===== src/rtl/core/bamx_pkg.sv =====
`default_nettype none

package bamx_pkg;

    localparam int GRID_SIZE       = 8;
    localparam int BRIGHTNESS_BITS = 4;

    localparam int COORD_W     = 3;
    localparam int LEVEL_W     = 4;
    localparam int DATA_W      = 8;
    localparam int COLOUR_W    = 2;
    localparam int PLANE_OUT_W = 2;
    localparam int NUM_COLOURS = 3;

    localparam int IDX_W     = (GRID_SIZE > 1) ? $clog2(GRID_SIZE) : 1;
    localparam int PLANE_W   = (BRIGHTNESS_BITS > 1) ? $clog2(BRIGHTNESS_BITS) : 1;
    localparam int CELL_W    = NUM_COLOURS * BRIGHTNESS_BITS;
    localparam int BIT_SEL_W = $clog2(CELL_W);
    localparam int RAM_DEPTH = GRID_SIZE * GRID_SIZE;
    localparam int ADDR_W    = $clog2(RAM_DEPTH);

    localparam int PERIOD_TICKS = GRID_SIZE * ((1 << BRIGHTNESS_BITS) - 1);
    localparam int TICK_W       = $clog2(PERIOD_TICKS + 1);

    localparam int CMD_DEPTH = 2;
    localparam int CMD_PTR_W = (CMD_DEPTH > 1) ? $clog2(CMD_DEPTH) : 1;
    localparam int CMD_CNT_W = $clog2(CMD_DEPTH + 1);

    localparam int OUT_DEPTH = 4;
    localparam int OUT_PTR_W = $clog2(OUT_DEPTH);
    localparam int OUT_CNT_W = $clog2(OUT_DEPTH + 2);

    localparam logic REQ_TICK = 1'b1;

    localparam logic [COLOUR_W-1:0] COLOUR_RED   = 2'd0;
    localparam logic [COLOUR_W-1:0] COLOUR_GREEN = 2'd1;
    localparam logic [COLOUR_W-1:0] COLOUR_BLUE  = 2'd2;

    typedef enum logic [1:0]
    {
        ST_CLEAR,
        ST_IDLE,
        ST_SCAN
    } scan_state_t;

    typedef struct packed
    {
        logic                       is_tick;
        logic [IDX_W-1:0]           layer;
        logic [IDX_W-1:0]           row;
        logic [IDX_W-1:0]           column;
        logic [BRIGHTNESS_BITS-1:0] red;
        logic [BRIGHTNESS_BITS-1:0] green;
        logic [BRIGHTNESS_BITS-1:0] blue;
    } cmd_t;

    typedef struct packed
    {
        logic [COLOUR_W-1:0] colour;
        logic [IDX_W-1:0]    row;
        logic [IDX_W-1:0]    layer;
        logic [PLANE_W-1:0]  plane;
        logic                last;
    } beat_meta_t;

    typedef struct packed
    {
        logic [DATA_W-1:0] data;
        beat_meta_t        meta;
    } beat_t;

    function automatic logic [IDX_W-1:0] clamp_coord(input logic [COORD_W-1:0] v);
        logic [IDX_W-1:0] r;
        if (int'(v) >= GRID_SIZE)
        begin
            r = IDX_W'(GRID_SIZE - 1);
        end
        else
        begin
            r = IDX_W'(v);
        end
        return r;
    endfunction

    function automatic logic [ADDR_W-1:0] cell_addr(input logic [IDX_W-1:0] layer,
                                                    input logic [IDX_W-1:0] row);
        return ADDR_W'(ADDR_W'(layer) * ADDR_W'(GRID_SIZE) + ADDR_W'(row));
    endfunction

    // tick count at which the given plane hands over to the next one
    function automatic logic [TICK_W-1:0] plane_end(input logic [PLANE_W-1:0] p);
        int n;
        n = GRID_SIZE * ((1 << (int'(p) + 1)) - 1);
        return TICK_W'(n);
    endfunction

endpackage

`default_nettype wire


===== src/rtl/core/bamx_front.sv =====
`default_nettype none

module bamx_front import bamx_pkg::*; (
    input  logic               clk,
    input  logic               rst_n,
    input  logic               push,
    output logic               full,
    input  logic               req_type,
    input  logic [COORD_W-1:0] layer_sel,
    input  logic [COORD_W-1:0] row_sel,
    input  logic [COORD_W-1:0] column_sel,
    input  logic [LEVEL_W-1:0] red_level,
    input  logic [LEVEL_W-1:0] green_level,
    input  logic [LEVEL_W-1:0] blue_level,
    input  logic               clearing,
    output logic               cmd_valid,
    output cmd_t               cmd,
    input  logic               cmd_pop
);

    cmd_t                 q_mem_reg [CMD_DEPTH];
    logic [CMD_PTR_W-1:0] wr_ptr_reg, wr_ptr_next;
    logic [CMD_PTR_W-1:0] rd_ptr_reg, rd_ptr_next;
    logic [CMD_CNT_W-1:0] count_reg, count_next;
    cmd_t                 decoded;
    logic                 push_ok;
    logic                 pop_ok;

    always_comb
    begin
        decoded.is_tick = (req_type == REQ_TICK);
        decoded.layer   = clamp_coord(layer_sel);
        decoded.row     = clamp_coord(row_sel);
        decoded.column  = clamp_coord(column_sel);
        decoded.red     = BRIGHTNESS_BITS'(red_level);
        decoded.green   = BRIGHTNESS_BITS'(green_level);
        decoded.blue    = BRIGHTNESS_BITS'(blue_level);
    end

    assign full      = (count_reg == CMD_CNT_W'(CMD_DEPTH)) || clearing;
    assign push_ok   = push && !full;
    assign cmd_valid = (count_reg != '0);
    assign pop_ok    = cmd_pop && cmd_valid;
    assign cmd       = q_mem_reg[rd_ptr_reg];

    always_comb
    begin
        wr_ptr_next = wr_ptr_reg;
        rd_ptr_next = rd_ptr_reg;
        count_next  = count_reg;
        if (push_ok)
        begin
            wr_ptr_next = (wr_ptr_reg == CMD_PTR_W'(CMD_DEPTH - 1)) ? '0
                                                                      : wr_ptr_reg + 1'b1;
        end
        if (pop_ok)
        begin
            rd_ptr_next = (rd_ptr_reg == CMD_PTR_W'(CMD_DEPTH - 1)) ? '0
                                                                      : rd_ptr_reg + 1'b1;
        end
        if (push_ok && !pop_ok)
        begin
            count_next = count_reg + 1'b1;
        end
        else if (pop_ok && !push_ok)
        begin
            count_next = count_reg - 1'b1;
        end
    end

    always_ff @(posedge clk or negedge rst_n)
    begin
        if (!rst_n)
        begin
            wr_ptr_reg <= '0;
            rd_ptr_reg <= '0;
            count_reg  <= '0;
        end
        else
        begin
            wr_ptr_reg <= wr_ptr_next;
            rd_ptr_reg <= rd_ptr_next;
            count_reg  <= count_next;
        end
    end

    always_ff @(posedge clk)
    begin
        if (push_ok)
        begin
            q_mem_reg[wr_ptr_reg] <= decoded;
        end
    end

`ifndef SYNTHESIS
    a_pop_needs_cmd: assert property (@(posedge clk) disable iff (!rst_n)
        cmd_pop |-> cmd_valid)
        else $error("back end popped an empty request queue");
`endif

endmodule

`default_nettype wire


===== config.mk =====
export PLATFORM = sky130hd
export DESIGN_NAME = bamx_front
export DESIGN_NICKNAME = d
export VERILOG_FILES = /design/src/rtl/core/bamx_pkg.sv /design/src/rtl/core/bamx_front.sv
export SDC_FILE = /design/constraint.sdc
export NUM_CORES = 1
export LEC_CHECK = 0
export ABC_AREA = 1
export BUFFER_PORTS_ARGS = -buffer_cell sky130_fd_sc_hd__buf_4
export CAP_MARGIN = 20
export CORE_MARGIN = 2
export CORE_UTILIZATION = 51
export CTS_CLUSTER_SIZE = 14
export DETAILED_ROUTE_END_ITERATION = 8
export HOLD_SLACK_MARGIN = 0.12
export PLACE_DENSITY = 0.78
export SYNTH_ARGS = -nofsm -noshare
export SYNTH_HDL_FRONTEND = slang
export SYNTH_SLANG_ARGS = --single-unit

===== constraint.sdc =====
create_clock -name clk -period 2.8 [get_ports clk]
set_clock_uncertainty 0.05 [all_clocks]
set_input_delay 0.14 -clock clk [delete_from_list [all_inputs] [get_ports clk]]
set_output_delay 0.14 -clock clk [all_outputs]
set_load 0.03 [all_outputs]

==> results.py <==
metrics = {
    "yosys": {
        "synth_mux_area_share_pct": 0,
        "synthFlopType": "sky130_fd_sc_hd__edfxtp_1",
        "syn_area_per_cell_um2": 12.5,
        "adder_and_majority_gate_portion_of_the_synthesized_area_pct": 0.681,
        "synthMostInstantiatedCell": "sky130_fd_sc_hd__nand2_1",
        "post_synth_instance_area_um2": 1840,
        "seq_area_frac_synth_pct": 77.3,
        "yosys.area_share.simple_pct": 17.6,
        "synth.ff_latch_count": 48,
        "synth_top_cells_by_count": "78 x sky130_fd_sc_hd__nand2_1, 44 x sky130_fd_sc_hd__edfxtp_1, 8 x sky130_fd_sc_hd__inv_1",
        "synthTopCellsByArea": "sky130_fd_sc_hd__edfxtp_1 72%, sky130_fd_sc_hd__nand2_1 16%, sky130_fd_sc_hd__dfrtp_1 5.4%",
        "ys_async_sr_fraction_pct": 8.33,
        "yosysTopAreaCellShare_pct": 71.9,
        "post_synthesis_compound_gate_area_fraction_pct": 0,
        "synth.lib_cells_used.distinct": 12,
        "synth_edf_count": 44,
        "synth_area_leader_cell": "sky130_fd_sc_hd__edfxtp_1",
        "largest_family_of_logic_cells_by_synthesized_area": "simple AND/OR/NAND/NOR gates",
        "syn_nets": 175,
        "yosys.area_share.xor_xnor_pct": 0.477,
        "postSynthCellCount": 147,
        "yosysWarningCount": 0,
    },
    "critical_path": {
        "critical_path.max_stage_delay_ns": 0.44,
        "critPathBufInv": 2,
        "critical_path_peak_fanout": 13,
        "timing.setup.critical_path_class": "reg -> reg",
        "worst_setup_path_end_kind": "flip-flop",
        "start_kind": "flip-flop",
        "timing.critical_path.slowest_stage_cell": "sky130_fd_sc_hd__nor2_2",
        "worst_ep_required_time_ns": 2.81,
        "crit_family": "simple AND/OR/NAND/NOR gates",
        "origin_of_the_worst_setup_path": "count_reg[0]",
        "crit_path_cell_trace": "inv_1, nand2_1, nand3_1, nor2_2, buf_4",
        "crit_arrival_ns": 1.87,
        "rr_startpoint": "count_reg[0]",
    },
    "run": {
        "timing.max_cap.violations": 0,
    },
    "clocking": {
        "cts-resized-gates": 0,
        "cts_buffers": 5,
        "clockRootBuffer": "sky130_fd_sc_hd__clkbuf_4",
        "clk_pin_slew_ns": 0.12,
        "post-cts-setup-buffer-count": 0,
        "cts_buffer_depth": 2,
        "insertion_delay_ns": 0.35,
        "numClockSinks": 48,
        "cts_tree": "yes",
        "cts.htree.levels": 2,
    },
    "timing": {
        "setup_violations": 0,
        "maxSlewHeadroom_pct": 41.3,
        "setup_tns_ns": 0,
        "finalCritPeriodShare_pct": 66.5,
        "timing.final.hold_violations": 0,
        "worst_slew_pin_slew_ns": 0.879,
        "period_minus_slack_ns": 1.86,
        "finalWorstSetupSlack_ns": 0.938,
        "fin_worst_hold_slack_ns": 0.183,
        "timing_max_transition_violations_final": 0,
        "max_clock_freq_ghz": 0.537,
        "setup_repair_after_global_routing_missed_its_margin": "no",
    },
    "cells_and_area": {
        "design.final.nets": 257,
        "num_antenna_cells": 0,
        "drive_above_1_share_pct": 26.1,
        "number_of_flip_flops_under_the_largest_register_name": 44,
        "flow.area_growth_from_synthesis_pct": 40.4,
        "utilization_pct": 76.1,
    },
    "drt": {
        "first_iter_violations": 57,
        "final_antenna_net_count": 0,
        "routed_wl_um": 3810,
        "wire_per_inst_um": 13.8,
        "drt-vias-per-instance": 4.92,
        "route.detailed.drc": 0,
        "detailroute.via_count": 1358,
        "first_pass_iters": 4,
    },
    "grt": {
        "antenna_found_initial": 0,
        "grt_pass1_wl_um": 6290,
        "vias_in_the_first_global_route": 1415,
        "grt_usage_pct": 20.7,
        "grt_start_max_net_pins": 24,
        "grt.overflow.total": 0,
    },
    "power_and_ir_drop": {
        "design_power_total_mw": 2.31,
        "leakagePower_nw": 1.14,
        "irDropWorstVdd_v": 0.000603,
        "power-per-cell-area_nw_per_um2": 896,
    },
    "placed_design": {
        "portBuffers": 50,
        "dp.final_hpwl_um": 2340,
        "gp_congestion": 0.760,
        "dp_slack_ns": 0.951,
    },
    "die": {
        "x_dimension_of_the_die_um": 64.0,
        "start_util_pct": 54.2,
        "die_height_um": 64.0,
        "core_area_um2": 3390,
        "pin_count": 51,
        "design.die.area_um2": 4100,
        "rows": 21,
    },
    "min_path": {
        "timing.hold.worst.start": "clearing",
        "worst_hold_path_type": "in -> reg",
    },
    "outcome": {
        "run_status": "finished clean",
    },
}
[metrics by stage]
step           area, um^2  std cells
3_3_place_gp         2250        241
6_report             2580        276
2_1_floorplan        1840        147
3_5_place_dp         2250        241
4_1_cts              2580        276
5_1_grt              2580        276
[where the power goes]
part / internal, mW / switching (mW)
logic: 0.352 / 0.700
registers: 0.901 / 0.0401
clock network: 0.124 / 0.194
total: 1.38 / 0.933
[final timing paths]
check | end | slack, ns | cells past startpoint
hold reg to reg | count_reg[1] | 0.48 | 2
min in group asynchronous | count_reg[1] | 0.64 | 3
max in group asynchronous | rd_ptr_reg | 1.87 | 3
hold / removal | wr_ptr_reg | 0.18 | 5
setup reg to reg | q_mem_reg[1][14] | 0.94 | 5
setup / recovery | q_mem_reg[1][14] | 0.94 | 5
[final cells by class]
class | count | area (um^2)
clock buffer | 8 | 58.8
tap | 46 | 57.6
inverter | 9 | 33.8
fill | 210 | 810
multi-input combinational | 86 | 348
timing repair buffer | 79 | 661
sequential | 48 | 1420
[cell families after synthesis]
logic type,Yosys count
xor+xnor,1
flops,48
fa+ha+maj,1
buf+inv,13
simple gates,84
[layout by cell type (no fill, tap or decap)]
master / synthesis / final
sky130_fd_sc_hd__nor2_2: 0 / 1
sky130_fd_sc_hd__clkbuf_4: 0 / 5
sky130_fd_sc_hd__inv_1: 8 / 8
sky130_fd_sc_hd__dlygate4sd3_1: 0 / 27
sky130_fd_sc_hd__nand2_1: 78 / 78
sky130_fd_sc_hd__inv_2: 1 / 1
sky130_fd_sc_hd__xnor2_1: 1 / 1
sky130_fd_sc_hd__dfrtp_1: 4 / 4
sky130_fd_sc_hd__buf_4: 2 / 52
sky130_fd_sc_hd__clkbuf_1: 0 / 2
sky130_fd_sc_hd__nand4_1: 2 / 2
sky130_fd_sc_hd__ha_1: 1 / 1
sky130_fd_sc_hd__clkbuf_8: 0 / 1
sky130_fd_sc_hd__edfxtp_1: 44 / 44
sky130_fd_sc_hd__nand3_1: 3 / 3
[layer usage]
layer | global-route usage, % | part of all wire [%] | up-vias
met3 | 4.40 | 5.0 | 6
met5 | 0 | 0 | -
met1 | 23.1 | 38 | 651
met4 | 8.42 | 1.3 | 0
met2 | 37.9 | 56 | 57
li1 | - | - | 644
[worst reg2reg max path, stage by stage (launching register included)]
cell,delay [ns]
sky130_fd_sc_hd__dfrtp_1,0.42
sky130_fd_sc_hd__inv_1,0.10
sky130_fd_sc_hd__nand2_1,0.10
sky130_fd_sc_hd__nand3_1,0.14
sky130_fd_sc_hd__nor2_2,0.44
sky130_fd_sc_hd__buf_4,0.32
[timing repair]
action,4_1_cts,5_1_grt
hold endpoints to repair,50,0
hold buffers,27,0
setup endpoints to repair,0,0
Power figures use the tool's default switching activity.
